**config.mk**
```make
export PLATFORM = sky130hd
export DESIGN_NAME = alignment_column_conservation_classifier
export DESIGN_NICKNAME = d
export VERILOG_FILES = /design/src/hdl/accc_pkg.sv /design/src/hdl/alignment_column_conservation_classifier.sv /design/src/hdl/accc_share_check.sv
export SDC_FILE = /design/constraint.sdc
export NUM_CORES = 1
export LEC_CHECK = 0
export BUFFER_PORTS_ARGS = -buffer_cell sky130_fd_sc_hd__buf_2
export CAP_MARGIN = 25
export CORE_MARGIN = 1.5
export CORE_UTILIZATION = 30
export CTS_CLUSTER_DIAMETER = 50
export DETAILED_ROUTE_END_ITERATION = 10
export SLEW_MARGIN = 10
export SYNTH_ARGS = -nofsm -noshare
export SYNTH_HDL_FRONTEND = slang
export SYNTH_HIERARCHICAL = 1
export SYNTH_SLANG_ARGS = --single-unit
```
**constraint.sdc**
```tcl
create_clock -name clk_i -period 13.7 [get_ports clk_i]
set_clock_uncertainty 0.2 [all_clocks]
set_input_delay 2.74 -clock clk_i [delete_from_list [all_inputs] [get_ports clk_i]]
set_output_delay 2.74 -clock clk_i [all_outputs]
set_load 0.05 [all_outputs]
```
**src/hdl/accc_pkg.sv**
```systemverilog
// Shared types, constants and the character decoder of the column conservation classifier.
package accc_pkg;

  // Counting limits and register geometry
  localparam int unsigned MAX_SPECIES = 256;
  localparam int unsigned NUM_BASES   = 5;
  localparam int unsigned BASE_IDX_W  = 3;
  localparam int unsigned THR_W       = 17;
  localparam int unsigned FRAC_W      = 16;
  localparam int unsigned CFG_IDX_W   = 1;
  localparam int unsigned CHAR_W      = 8;
  localparam int unsigned CLASS_W     = 2;

  localparam logic [THR_W-1:0] THR_RESET = 17'd45875;

  // Configuration register indexes
  typedef enum logic [CFG_IDX_W-1:0] {
    CFG_IN_THRESHOLD  = 1'b0,
    CFG_OUT_THRESHOLD = 1'b1
  } cfg_idx_e;

  // Conservation classes
  typedef enum logic [CLASS_W-1:0] {
    CLASS_NONE    = 2'd0,
    CLASS_IN_ONLY = 2'd1,
    CLASS_BOTH    = 2'd2
  } class_e;

  // Decoded character slot: five counted bases, other, and ignored
  typedef enum logic [BASE_IDX_W-1:0] {
    SLOT_A     = 3'd0,
    SLOT_G     = 3'd1,
    SLOT_C     = 3'd2,
    SLOT_T     = 3'd3,
    SLOT_GAP   = 3'd4,
    SLOT_OTHER = 3'd5,
    SLOT_SKIP  = 3'd6
  } slot_e;

  // Majority and share check result of one group
  typedef struct packed {
    logic                  found;
    logic [BASE_IDX_W-1:0] idx;
    logic                  pass;
  } share_res_t;

  // Fold lower case and map a character onto its slot
  function automatic slot_e decode_char(input logic [CHAR_W-1:0] ch);
    logic [CHAR_W-1:0] up;
    slot_e             s;
    up = ch;
    if (ch inside {[8'h61:8'h7A]}) begin
      up = ch - 8'd32;
    end
    case (up)
      8'h41:   s = SLOT_A;
      8'h47:   s = SLOT_G;
      8'h43:   s = SLOT_C;
      8'h54:   s = SLOT_T;
      8'h2D:   s = SLOT_GAP;
      8'h4E:   s = SLOT_SKIP;
      default: s = SLOT_OTHER;
    endcase
    return s;
  endfunction

endpackage

```
**src/hdl/alignment_column_conservation_classifier.sv**
```systemverilog
// Top level of the alignment column conservation classifier.
//
// Input channel: one character per transfer (base_char_i, from_in_group_i,
// column_end_i). Characters are counted per group; N is skipped, letters are
// case folded. The transfer that carries column_end_i closes the column.
// Output channel: one conservation_class_o transfer per closed column.
// Configuration: cfg_we_i writes cfg_data_i into the threshold selected by
// cfg_idx_i (0 in-group, 1 out-group).
// Path: the column-end transfer moves the counts into the column snapshot
// register, then through the majority pick and the 17 x count-width share
// multiply into the output register. Throughput is one character per cycle,
// also across column boundaries, as long as the receiver takes results.
// When the receiver stalls, the snapshot and output registers hold up to two
// finished columns; in_ready_o drops only while both are full.
// Reset clears all counts, the pipeline valid flags and sets both
// thresholds to 45875 (about 0.7).
module alignment_column_conservation_classifier #(
  parameter int unsigned MaxSpecies = accc_pkg::MAX_SPECIES
) (
  input  logic                            clk_i,
  input  logic                            rst_ni,
  input  logic                            cfg_we_i,
  input  logic [accc_pkg::CFG_IDX_W-1:0]  cfg_idx_i,
  input  logic [accc_pkg::THR_W-1:0]      cfg_data_i,
  input  logic                            in_valid_i,
  output logic                            in_ready_o,
  input  logic [accc_pkg::CHAR_W-1:0]     base_char_i,
  input  logic                            from_in_group_i,
  input  logic                            column_end_i,
  output logic                            out_valid_o,
  input  logic                            out_ready_i,
  output logic [accc_pkg::CLASS_W-1:0]    conservation_class_o
);

  localparam int unsigned CntW = $clog2(MaxSpecies + 1);
  localparam int unsigned NB   = accc_pkg::NUM_BASES;
  localparam logic [CntW-1:0] CntMax = CntW'(MaxSpecies);

  logic [accc_pkg::THR_W-1:0] in_thr_q, out_thr_q;

  logic [CntW-1:0] in_cnt_q  [NB];
  logic [CntW-1:0] out_cnt_q [NB];
  logic [CntW-1:0] in_cnt_d  [NB];
  logic [CntW-1:0] out_cnt_d [NB];
  logic [CntW-1:0] in_seen_q, in_seen_d, out_seen_q, out_seen_d;

  logic [CntW-1:0] snap_in_cnt_q  [NB];
  logic [CntW-1:0] snap_out_cnt_q [NB];
  logic [CntW-1:0] snap_in_seen_q, snap_out_seen_q;
  logic            snap_valid_q;
  logic            snap_adv;

  logic                         out_valid_q;
  logic [accc_pkg::CLASS_W-1:0] class_q;
  accc_pkg::class_e             class_d;

  logic            in_xfer;
  accc_pkg::slot_e slot;
  accc_pkg::share_res_t in_res, out_res;

  // Handshake
  assign snap_adv    = !out_valid_q || out_ready_i;
  assign in_ready_o  = !snap_valid_q || snap_adv;
  assign in_xfer     = in_valid_i && in_ready_o;
  assign out_valid_o = out_valid_q;
  assign conservation_class_o = class_q;

  // Threshold registers
  always_ff @(posedge clk_i or negedge rst_ni) begin
    if (!rst_ni) begin
      in_thr_q  <= accc_pkg::THR_RESET;
      out_thr_q <= accc_pkg::THR_RESET;
    end else if (cfg_we_i) begin
      case (cfg_idx_i)
        accc_pkg::CFG_IN_THRESHOLD:  in_thr_q  <= cfg_data_i;
        accc_pkg::CFG_OUT_THRESHOLD: out_thr_q <= cfg_data_i;
        default: ;
      endcase
    end
  end

  // Advance counts by the incoming character, saturating at the species limit
  assign slot = accc_pkg::decode_char(base_char_i);

  always_comb begin
    in_cnt_d   = in_cnt_q;
    out_cnt_d  = out_cnt_q;
    in_seen_d  = in_seen_q;
    out_seen_d = out_seen_q;
    if (slot != accc_pkg::SLOT_SKIP) begin
      if (from_in_group_i) begin
        if (in_seen_q < CntMax) in_seen_d = in_seen_q + CntW'(1);
      end else begin
        if (out_seen_q < CntMax) out_seen_d = out_seen_q + CntW'(1);
      end
      for (int i = 0; i < int'(NB); i++) begin
        if (slot == accc_pkg::slot_e'(i)) begin
          if (from_in_group_i) begin
            if (in_cnt_q[i] < CntMax) in_cnt_d[i] = in_cnt_q[i] + CntW'(1);
          end else begin
            if (out_cnt_q[i] < CntMax) out_cnt_d[i] = out_cnt_q[i] + CntW'(1);
          end
        end
      end
    end
  end

  // Hold and update counts; clear them when a column closes
  always_ff @(posedge clk_i or negedge rst_ni) begin
    if (!rst_ni) begin
      for (int i = 0; i < int'(NB); i++) begin
        in_cnt_q[i]  <= '0;
        out_cnt_q[i] <= '0;
      end
      in_seen_q  <= '0;
      out_seen_q <= '0;
    end else if (in_xfer) begin
      if (column_end_i) begin
        for (int i = 0; i < int'(NB); i++) begin
          in_cnt_q[i]  <= '0;
          out_cnt_q[i] <= '0;
        end
        in_seen_q  <= '0;
        out_seen_q <= '0;
      end else begin
        in_cnt_q   <= in_cnt_d;
        out_cnt_q  <= out_cnt_d;
        in_seen_q  <= in_seen_d;
        out_seen_q <= out_seen_d;
      end
    end
  end

  // Snapshot the closed column
  always_ff @(posedge clk_i or negedge rst_ni) begin
    if (!rst_ni) begin
      snap_valid_q <= 1'b0;
    end else if (in_xfer && column_end_i) begin
      snap_valid_q <= 1'b1;
    end else if (snap_adv) begin
      snap_valid_q <= 1'b0;
    end
  end

  always_ff @(posedge clk_i) begin
    if (in_xfer && column_end_i) begin
      snap_in_cnt_q   <= in_cnt_d;
      snap_out_cnt_q  <= out_cnt_d;
      snap_in_seen_q  <= in_seen_d;
      snap_out_seen_q <= out_seen_d;
    end
  end

  // Majority and share checks per group
  accc_share_check #(.CntW(CntW)) u_in_check (
    .counts_i (snap_in_cnt_q),
    .seen_i   (snap_in_seen_q),
    .thr_i    (in_thr_q),
    .res_o    (in_res)
  );

  accc_share_check #(.CntW(CntW)) u_out_check (
    .counts_i (snap_out_cnt_q),
    .seen_i   (snap_out_seen_q),
    .thr_i    (out_thr_q),
    .res_o    (out_res)
  );

  // Combine the group verdicts
  always_comb begin
    if (!in_res.found || !in_res.pass) begin
      class_d = accc_pkg::CLASS_NONE;
    end else if (!out_res.found || out_res.idx != in_res.idx || !out_res.pass) begin
      class_d = accc_pkg::CLASS_IN_ONLY;
    end else begin
      class_d = accc_pkg::CLASS_BOTH;
    end
  end

  // Output register
  always_ff @(posedge clk_i or negedge rst_ni) begin
    if (!rst_ni) begin
      out_valid_q <= 1'b0;
    end else if (snap_adv) begin
      out_valid_q <= snap_valid_q;
    end
  end

  always_ff @(posedge clk_i) begin
    if (snap_adv && snap_valid_q) begin
      class_q <= class_d;
    end
  end

endmodule

```
**src/hdl/accc_share_check.sv**
```systemverilog
// Majority base pick and threshold share compare for one group of counts.
module accc_share_check #(
  parameter int unsigned CntW = 9
) (
  input  logic [CntW-1:0]                counts_i [accc_pkg::NUM_BASES],
  input  logic [CntW-1:0]                seen_i,
  input  logic [accc_pkg::THR_W-1:0]     thr_i,
  output accc_pkg::share_res_t           res_o
);

  localparam int unsigned ProdW = accc_pkg::THR_W + CntW;
  localparam int unsigned IdxW  = accc_pkg::BASE_IDX_W;

  logic [CntW-1:0]                  best;
  logic [accc_pkg::BASE_IDX_W-1:0]  best_idx;
  logic [ProdW-1:0]                 lhs;
  logic [ProdW-1:0]                 rhs;

  // Pick the strictly largest count, first base wins a tie
  always_comb begin
    best     = '0;
    best_idx = '0;
    for (int i = 0; i < int'(accc_pkg::NUM_BASES); i++) begin
      if (counts_i[i] > best) begin
        best     = counts_i[i];
        best_idx = IdxW'(i);
      end
    end
  end

  // Cross-multiply: count * one >= threshold * seen
  assign lhs = ProdW'({best, {accc_pkg::FRAC_W{1'b0}}});
  assign rhs = ProdW'(thr_i) * ProdW'(seen_i);

  assign res_o.found = (best != '0);
  assign res_o.idx   = best_idx;
  assign res_o.pass  = (lhs >= rhs);

endmodule
```
# Word level (Yosys, flattened, before mapping)
# Cells that the tools add are included.
[classes] bitwise=1 eq_ne=12 n_reduce_logical=21 mux=65 n_mul=2 addsub=13 magnitude_cmp=26
[ops] operator="$mux W9" n=48
[ops] operator="$mux W45" n=4
[ops] operator="$add A9 B1 Y9 const B" n=12
[ops] operator="$lt A9 B9 Y1 const B" n=12
[ops] operator="$gt A9 B9 Y1" n=8
[ops] operator="$ge A25 B26 Y1" n=2
[ops] operator="$mul A17 B9 Y26" n=2
[ops] operator="$eq A8 B7 Y1 const B" n=5
[ops] operator="$gt A9 B1 Y1 const B" n=2
[ops] operator="$pmux W3 S6" n=1
[ops] operator="$reduce_bool A9 Y1" n=2
[ops] operator="$mux W2" n=5
[ops] operator="$eq A8 B6 Y1 const B" n=1
[ops] operator="$ge A8 B7 Y1 const B" n=1
[ops] operator="$le A8 B7 Y1 const B" n=1
[ops] operator="$mux W8" n=1
[ops] operator="$sub A8 B6 Y8 const B" n=1
[ops] operator="$eq A3 B2 Y1 const B" n=2
[ops] operator="$logic_not A1 Y1" n=6
[ops] operator="$mux W3" n=2
[ops] operator="$logic_or A1 B1 Y1" n=5
[ops] operator="$logic_and A1 B1 Y1" n=4
[ops] operator="$mux W1" n=4
[ops] operator="$reduce_and A2 Y1" n=2
[ops] operator="other kinds (7)" n=7
[totals] input_bits=33 out_inout_bits=4 regBits=254 word_cells=169

# Logic depth before layout (Yosys ltp)
# Gate-level depths: netlist of the first run.
[logic_depth] word_depth=15 mapped_depth=44

# Cells and area by module
# The synthesis of the first run kept the hierarchy.
[by_module_without_submodules] mod="alignment_column_conservation_classifier" cells_per_inst=1104 n_inst=1 area_per_inst_um2=12500.7
[by_module_without_submodules] mod="accc_share_check at u_in_check" cells_per_inst=774 n_inst=1 area_per_inst_um2=6268.5
[by_module_without_submodules] mod="accc_share_check at u_out_check" cells_per_inst=764 n_inst=1 area_per_inst_um2=6190.9

# Worst setup path before layout of the first run
# Ideal clock, no wire load.
[synth_path] path_kind="register -> register" startpoint="register snap_out_cnt_q[30] (netlist name)" endpoint="register class_q, in the netlist conservation_class_o[0] (data pin)" required_ns=13.243 period_less_slack_ns=8.519 arrival_time_ns=8.062 setup_slack_ns=5.181 path_stages_with_launch=41 n_path_buf=2 path_cell_list="edfxtp_1 -> ha_1 -> and3_1 -> o311a_1 -> a211oi_4 -> buf_4 -> o21ai_1 -> and2_1 -> ha_1 -> a211oi_1 -> nor2_1 -> o31ai_1 -> nor3_1 -> a31oi_1 -> inv_1 -> ha_1 -> nor2b_1 -> o21ai_0 -> [... 5 more ...] -> nor2b_1 -> o21ai_1 -> a21oi_1 -> o21ai_1 -> a41oi_1 -> clkbuf_1 -> mux2i_1 -> ha_1 -> nor4b_1 -> nand4_1 -> a211oi_1 -> nand4_1 -> nor4_1 -> o21ai_0 -> nor3_1 -> nand3_1 -> nor3_1 -> nor2_1"
[synth_lines] element="start, declared" line="alignment_column_conservation_classifier.sv:48" text="logic [CntW-1:0] snap_out_cnt_q [NB];"
[synth_lines] element="start signal, assigned" line="alignment_column_conservation_classifier.sv:148" text="snap_out_cnt_q <= out_cnt_d;"
[synth_lines] element="end signal, assigned" line="alignment_column_conservation_classifier.sv:191" text="class_q <= class_d;"
[synth_lines] element="end, declared" line="alignment_column_conservation_classifier.sv:54" text="logic [accc_pkg::CLASS_W-1:0] class_q;"

==> impl_metrics.ini, run 1 <==
[global_routing]
grt_use_total_pct = 14.2
grt-ovfl-total = 0
grt_start_max_net_pins = 77
antenna_found_initial = 2
grt_pass1_wl_um = 100000
grt_pass1_vias = 18900

[timing]
fmax_ghz = 0.0986
fin_ws_ns = 3.56
hold_viol_final = 0
setup-violations-final = 0
period_share_pct = 74.0
tns_ns = 0
slew_headroom_pct = 30.7
period_needed_ns = 10.14
worst_slew_pin_slew_ns = 1.03
rsz0062_at_grt = false
finalMaxSlewViolations = 0

[worst_setup_path]
arrival_ns = 10.26
max_stage_delay_ns = 0.80
cpMaxStageDelayCell = a41oi_1
worst_path_most_repeated_cell = ha_1
path_class = reg2reg
crit_buf_inv = 4
end_kind = flop
startpoint_type = flop
crit_family = compound AO/OA/AOI/OAI gates
worstPathRequired_ns = 13.82
cp_max_fo = 16

[floorplan]
die_x_um = 291
start_util_pct = 30.3
die_area_um2 = 84900
std_cell_rows = 105
core_area_um2 = 82200
die_y_um = 291
io_pins = 37

[logic_synthesis]
synth.top_cells.by_area = fa_1, edfxtp_1, dfrtp_1
yosysMostFrequentCell = nand2_1
syn_avg_cell_area_um2 = 9.45
synth_fp_nets = 3082
ys_seq_area_share_pct = 27.8
synth_cells = 2642
yosysTopAreaCell = fa_1
yosys-top-cells-count = nand2_1, inv_1, fa_1
synth_top_area_share_pct = 17.0
synthArstFlopShare_pct = 56.7
yosysUniqueCellTypes = 93
synth-edff-count = 110
synthFlopType = dfrtp_1
synth-warning-count = 6
synth_area_um2 = 25000
ys_ff_latch = 254

[clock_network]
cts_tree = built
path_clk_slew_ns = 0.06
clockBufferDepth = 3
post_cts_buffers = 0
clk_latency_ns = 0.61
cts_resized = 0
clock_sinks = 254
postCtsHoldBufs = 0
cts-root-buf = clkbuf_16
cts_inserted_buffers = 30
htree_levels = 1

[min_path]
min_path_type = reg2reg

[placement]
pre_cts_ws_ns = 3.62
place.gp.congestion = 0.844
hpwl_um = 44400
portBuffers = 36

[status]
outcome = complete, no violations

[routing]
viasPerCell = 5.08
wl_um = 59500
via_count = 18700
drt_first_iter_violations = 1165
drc = 0
wire_per_inst_um = 16.2
ant_nets = 0
first_pass_iters = 5

[final_layout]
drive_above_1_share_pct = 8.60
area_delta_synth_final_pct = 9.14
nNetsFinal = 3031
antenna_cells = 0

[power]
ir_worst_vdd_uv = 151
p_leak_nw = 12.3
finalPower_mw = 4.76
power_density_nw_per_um2 = 175

[job]
maxCapViolCount = 0
flip-flops by register name (all words and copies together) (netlist names):
register,count
conservation_class_o,2
out_valid_o,1
snap_out_cnt_q,45
out_cnt_q,45
snap_valid_q,1
in_cnt_q,45
snap_in_cnt_q,45
snap_in_seen_q,9
out_seen_q,9
snap_out_seen_q,9
in_thr_q,17
in_seen_q,9
out_thr_q,17
logic make-up (layout without fill, tap and decap cells):
group | Yosys count | after routing | share of synthesized area, %
muxes | 88 | 88 | 3.81
AOI/OAI and AO/OA | 454 | 454 | 12.5
and+or+nand+nor | 890 | 890 | 18.3
adders and majority gates | 407 | 407 | 26.8
buffers and inverters | 435 | 408 | 6.77
xor gates and xnor gates | 114 | 114 | 4.00
DFF | 254 | 254 | 27.8
worst paths after layout:
| check | to | startpoint | cells after the start | slack [ns] |
|---|---|---|---|---|
| setup / recovery | conservation_class_o[0]$_SDFFCE_PP0P_ | snap_out_cnt_q[39]$_DFFE_PP_ | 41 | 3.56 |
| hold / removal | out_valid_o$_DFFE_PN0P_ | snap_valid_q$_DFFE_PN0P_ | 1 | 0.31 |
| setup reg to reg | conservation_class_o[0]$_SDFFCE_PP0P_ | snap_out_cnt_q[39]$_DFFE_PP_ | 41 | 3.56 |
| hold reg to reg | out_valid_o$_DFFE_PN0P_ | snap_valid_q$_DFFE_PN0P_ | 1 | 0.31 |
| max in group asynchronous | out_thr_q[3]$_DFFE_PN0P_ | rst_ni | 2 | 9.83 |
| min in group asynchronous | in_cnt_q[41]$_DFFE_PN0P_ | rst_ni | 1 | 1.99 |
through the flow:
stage,util (%),std cells,hold slack (ns),instance area (um^2)
2_1_floorplan,-,2642,0.249,25000
3_3_place_gp,31.7,3628,0.288,26100
3_5_place_dp,31.7,3628,0.281,26100
4_1_cts,33.1,3684,0.308,27200
5_1_grt,33.1,3685,0.332,27200
6_report,33.1,3685,0.308,27200
final cells by class:
class | count | area, um^2
flip-flops and latches | 254 | 6930
inverters | 299 | 1120
fillers | 8437 | 55000
clock inverters | 22 | 362
multi-input cells | 1953 | 16400
well taps | 1070 | 1340
clock buffers | 34 | 808
repair buffers | 53 | 314
worst reg2reg max path: cells and delay by family (launching register included):
kind | cells | cell delay, ns
AOI/OAI and AO/OA | 15 | 4.18
adders and majority gates | 5 | 1.45
buffers and inverters | 4 | 0.63
DFF | 1 | 0.41
muxes | 3 | 0.98
and+or+nand+nor | 14 | 1.99
cells in the final DEF, fill, tap and decap left out, drive strengths merged, types with 64 or more instances in the layout:
cell type	count
a21oi	74
and2	139
dfrtp	126
edfxtp	110
fa	212
ha	195
inv	300
nand2	322
nand3	64
nor2	101
o21ai	116
xnor2	73
routing by layer:
layer  part of all wire, %  vias to the layer above  track usage, %
met3                   4.8                       67            1.97
li1                      -                     9009               -
met2                    45                      396            22.8
met4                   1.7                        4            2.63
met5                 0.029                        -               0
met1                    49                     9231            20.5
report_power, final:
part,switching (mW),internal (mW)
combinational,1.66,1.24
clock,0.353,0.565
sequential,0.0946,0.851
total,2.10,2.66
Note: power is estimated with default switching activity, not from simulation.
==> run 2, diff against run 1 <==
==> constraint.sdc (replaced) <==
create_clock -name clk_i -period 10.1 [get_ports clk_i]
set_clock_uncertainty 0.2 [all_clocks]
set_input_delay 2.02 -clock clk_i [delete_from_list [all_inputs] [get_ports clk_i]]
set_output_delay 2.02 -clock clk_i [all_outputs]
set_load 0.05 [all_outputs]
==> run 2 against run 1 <==
Register-to-register slack got worse by 2.8 ns; hold slack got worse by 0.0085 ns; fmax rose by 8.7%; setup slack got worse by 2.8 ns; combinational power increased by 35%; die area stayed put; sequential share of layout area about the same; design area about the same; count of clock-buffer cells in the layout increased by 2; critical path depth is 3 lower; largest cell class unchanged; highest routed layer is now met4.
==> impl_metrics.ini, run 2 (synthesis gave the netlist of run 1 again) <==
[global_routing]
grt_pass1_wl_um = 102000
grt_pass1_vias = 18900
grt-ovfl-total = 0
antenna_found_initial = 1
grt_start_max_net_pins = 77
grt_use_total_pct = 14.4

[timing]
slew_headroom_pct = 37.5
setup-violations-final = 0
hold_viol_final = 0
rsz0062_at_grt = false
fin_ws_ns = 0.772
whs_ns = 0.300
tns_ns = 0
period_share_pct = 92.4
period_needed_ns = 9.33
worst_slew_pin_slew_ns = 0.927
finalMaxSlewViolations = 0
fmax_ghz = 0.107

[placement]
place.gp.congestion = 0.834
portBuffers = 36
hpwl_um = 44800
pre_cts_ws_ns = 0.350
dp.cells = 3632
place_area_um2 = 26100

[final_layout]
fillers = 8413
antenna_cells = 0
final_common_cell = nand2_1
postLayoutCoreUtil_pct = 33.1
drive_above_1_share_pct = 8.80
area_delta_synth_final_pct = 9.20
seq_area_um2 = 6930
nNetsFinal = 3039
final_cell_mix = nand2_1, inv_1, fa_1
fin_cells = 3694
multi_input_area_um2 = 16400
fin_area_um2 = 27300

[clock_network]
clock_sinks = 254
path_clk_slew_ns = 0.06
htree_levels = 1
cts_inserted_buffers = 31
cts_tree = built
postCtsHoldBufs = 0
clk_latency_ns = 0.61
clockBufferDepth = 3
cts-root-buf = clkbuf_16

[min_path]
hold_path_end = out_valid_o$_DFFE_PN0P_
min_from = snap_valid_q$_DFFE_PN0P_
min_path_type = reg2reg
min_path_cells = 1

[floorplan]
start_util_pct = 30.3
std_cell_rows = 105
die_x_um = 291
io_pins = 37
die_area_um2 = 84900
core_area_um2 = 82200
die_y_um = 291

[worst_setup_path]
reg2reg_setup_slack_ns = 0.77
reg2reg_from = snap_in_cnt_q[30]$_DFFE_PP_
max_stage_delay_ns = 0.50
path_class = reg2reg
cp_max_fo = 16
end_kind = flop
arrival_ns = 9.53
startpoint_type = flop
rr_endpoint = conservation_class_o[1]$_SDFFCE_PP0P_
cpMaxStageDelayCell = a211oi_4
rr_worst_depth = 38
worstPathRequired_ns = 10.30
worst_path_most_repeated_cell = ha_1

[routing]
wire_per_inst_um = 16.3
viasPerCell = 5.07
ant_nets = 0
first_pass_iters = 5
wl_um = 60100
via_count = 18700
drt_first_iter_violations = 1427
drc = 0

[status]
outcome = complete, no violations

[power]
p_leak_nw = 12.3
finalPower_mw = 6.39
ir_worst_vdd_uv = 189
power_density_nw_per_um2 = 235

[job]
maxCapViolCount = 0
[run 2: cell count changes in the layout (fill, tap and decap cells not counted), sizes merged]
cell / before / now
buf: 52 / 60
bufinv: 7 / 5
clkbuf: 35 / 36
clkinv: 11 / 13
[run 2: layout make-up]
class | count | area share (%)
Clock buffer | 36 | 2.99
Clock inverter | 22 | 1.01
Sequential cell | 254 | 25.4
Multi-Input combinational cell | 1953 | 60.1
Timing Repair Buffer | 60 | 1.42
Tap cell | 1070 | 4.91
Inverter | 299 | 4.13
[run 2: report_power, final]
part	switching [mW]	internal, mW	leakage (nW)	total, mW
logic	2.23	1.69	8.76	3.92
registers	0.129	1.16	2.97	1.28
clock network	0.475	0.710	0.526	1.18
total	2.84	3.56	12.3	6.39
[run 2: routing by layer]
metal | GRT usage, % | share of wire (%)
met5 | 0 | 0
met4 | 2.18 | 1.3
met3 | 1.82 | 4.4
met2 | 22.7 | 44
met1 | 21.5 | 50
[run 2: what timing repair did]
action	4_1_cts	5_1_grt
setup endpoints to repair	0	2
gates resized for setup	0	3
buffers inserted	0	3
[run 2: worst max-delay path by stage]
stage / from / endpoint / slack, ns / depth (start not counted)
4_1_cts: snap_in_cnt_q[30]$_DFFE_PP_ / conservation_class_o[1]$_SDFFCE_PP0P_ / 0.33 / 38
3_3_place_gp: snap_in_cnt_q[39]$_DFFE_PP_ / conservation_class_o[1]$_SDFFCE_PP0P_ / 0.51 / 39
5_1_grt: snap_in_cnt_q[39]$_DFFE_PP_ / conservation_class_o[1]$_SDFFCE_PP0P_ / 0.05 / 39
6_report: snap_in_cnt_q[30]$_DFFE_PP_ / conservation_class_o[1]$_SDFFCE_PP0P_ / 0.77 / 38
2_1_floorplan: snap_out_cnt_q[30]$_DFFE_PP_ / conservation_class_o[0]$_SDFFCE_PP0P_ / 1.58 / 40
3_5_place_dp: snap_in_cnt_q[30]$_DFFE_PP_ / conservation_class_o[1]$_SDFFCE_PP0P_ / 0.35 / 38
[run 2: worst max-delay path, delay by kind of cell, from the launching register on]
family                   cells  cell delay, ns
flip-flops                   1            0.40
AND/OR/NAND/NOR             14            2.63
adder cells (fa/ha/maj)      5            1.49
buffers and inverters        1            0.07
multiplexers                 2            0.54
AO/OA/AOI/OAI               16            3.78
==> run 3, diff against run 2 <==
--- a/config.mk
+++ b/config.mk
@@ -7,7 +7,6 @@
 export LEC_CHECK = 0
 export BUFFER_PORTS_ARGS = -buffer_cell sky130_fd_sc_hd__buf_2
 export CAP_MARGIN = 25
-export CORE_MARGIN = 1.5
 export CORE_UTILIZATION = 30
 export CTS_CLUSTER_DIAMETER = 50
 export DETAILED_ROUTE_END_ITERATION = 10
==> run 3 against run 2 <==
Register-to-register slack gained 0.11 ns; highest routed layer unchanged; critical path depth increased by 1; critical endpoint unchanged; clock power is 3% higher; sequential share of layout area hardly changed; sequential power about the same; non-clock buffer count is 2 lower; total power is 1.2% higher; die area decreased by 0.69%; via count down 0.50%.
==> impl_metrics.ini, run 3 (synthesis gave the netlist of run 1 again) <==
[worst_setup_path]
max_stage_delay_ns = 0.44
arrival_ns = 9.36
crit_family = compound AO/OA/AOI/OAI gates
worstPathRequired_ns = 10.24
crit_buf_inv = 2
cp_max_fo = 11
cpMaxStageDelayCell = or2_2
path_class = reg2reg
worst_path_most_repeated_cell = ha_1
startpoint_type = flop
end_kind = flop

[timing]
hold_viol_final = 0
slew_headroom_pct = 36.3
rsz0062_at_grt = false
tns_ns = 0
worst_slew_pin_slew_ns = 0.948
finalMaxSlewViolations = 0
setup-violations-final = 0
fmax_ghz = 0.108
period_needed_ns = 9.22
period_share_pct = 91.3

[routing]
ant_nets = 0
first_pass_iters = 5
drt_first_iter_violations = 1294
via_count = 18600
wire_per_inst_um = 16.2
drc = 0
wl_um = 59800
viasPerCell = 5.04

[global_routing]
grt_pass1_vias = 18500
antenna_found_initial = 0
grt_pass1_wl_um = 100000
grt_start_max_net_pins = 76
grt_use_total_pct = 14.4
grt-ovfl-total = 0

[job]
maxCapViolCount = 0

[power]
p_leak_nw = 12.3
netSwitchingPower_mw = 2.89
p_int_mw = 3.58
p_seq_share_pct = 19.9
finalPower_mw = 6.47
power_density_nw_per_um2 = 237
ir_worst_vdd_uv = 174
clkPwrFrac_pct = 18.9
swShare_pct = 44.6
p_comb_share_pct = 61.3

[floorplan]
die_x_um = 290
core_area_um2 = 82200
io_pins = 37
start_util_pct = 30.3
std_cell_rows = 105
die_area_um2 = 84400
die_y_um = 290

[clock_network]
cts_tree = built
cts_inserted_buffers = 34
clock_sinks = 254
cts-root-buf = clkbuf_16
clockBufferDepth = 3
clk_latency_ns = 0.55
htree_levels = 2
path_clk_slew_ns = 0.06

[placement]
hpwl_um = 44400
place_area_um2 = 26100
portBuffers = 36
dp.cells = 3632
place.gp.congestion = 0.866

[final_layout]
final_cell_mix = nand2_1, inv_1, fa_1
final_common_cell = nand2_1
nNetsFinal = 3040
drive_above_1_share_pct = 8.76
antenna_cells = 0
area_delta_synth_final_pct = 9.21
fin_cells = 3695
fillers = 8440
fin_area_um2 = 27300

[min_path]
min_path_type = reg2reg

[status]
outcome = complete, no violations
[run 3: per-layer routing]
layer	global-route usage (%)	share of wire [%]	vias to the layer above
li1	-	-	9044
met1	21.4	51	9191
met2	22.4	44	343
met3	2.02	3.8	60
met4	2.59	1.4	0
met5	0	0	-
[run 3: repair_timing]
action                     in CTS  in global routing
hold buffers                    0                  0
setup endpoints to repair       0                  2
hold endpoints to repair        0                  0
buffers inserted                0                  2
gates resized for setup         0                  3
[run 3: layout make-up]
type,count,area (um^2),area share [%]
tap,1070,1340,4.91
sequential,254,6930,25.4
inverter,299,1120,4.13
multi-input combinational,1953,16400,60.1
clock inverter,16,205,0.753
clock buffer,45,922,3.38
timing repair buffer,58,352,1.29
[run 3: power by group through the flow]
stage	combinational, mW	sequential [mW]	clock, mW
after floorplan	3.05	1.22	0
after global placement	3.90	1.30	0
after detailed placement	3.91	1.30	0
after CTS	3.95	1.29	1.25
after global routing	4.54	1.30	1.29
final	3.96	1.28	1.22
[run 3: worst paths after layout]
kind                       slack, ns                                     to  cells after the start                        start
min                             0.30                out_valid_o$_DFFE_PN0P_                      1     snap_valid_q$_DFFE_PN0P_
max reg2reg                     0.88  conservation_class_o[1]$_SDFFCE_PP0P_                     39  snap_in_cnt_q[30]$_DFFE_PP_
min in group asynchronous       1.33               in_cnt_q[37]$_DFFE_PN0P_                      1                       rst_ni
max in group asynchronous       6.90               out_thr_q[2]$_DFFE_PN0P_                      2                       rst_ni
max                             0.88  conservation_class_o[1]$_SDFFCE_PP0P_                     39  snap_in_cnt_q[30]$_DFFE_PP_
min reg2reg                     0.30                out_valid_o$_DFFE_PN0P_                      1     snap_valid_q$_DFFE_PN0P_
[run 3: through the flow]
stage	worst slack, ns	util, %	hold slack [ns]
after CTS	0.334	33.1	0.302
final	0.880	33.1	0.298
after floorplan	1.58	-	0.249
after detailed placement	0.390	31.7	0.271
after global placement	0.592	31.7	0.288
after global routing	0.0179	33.1	0.321
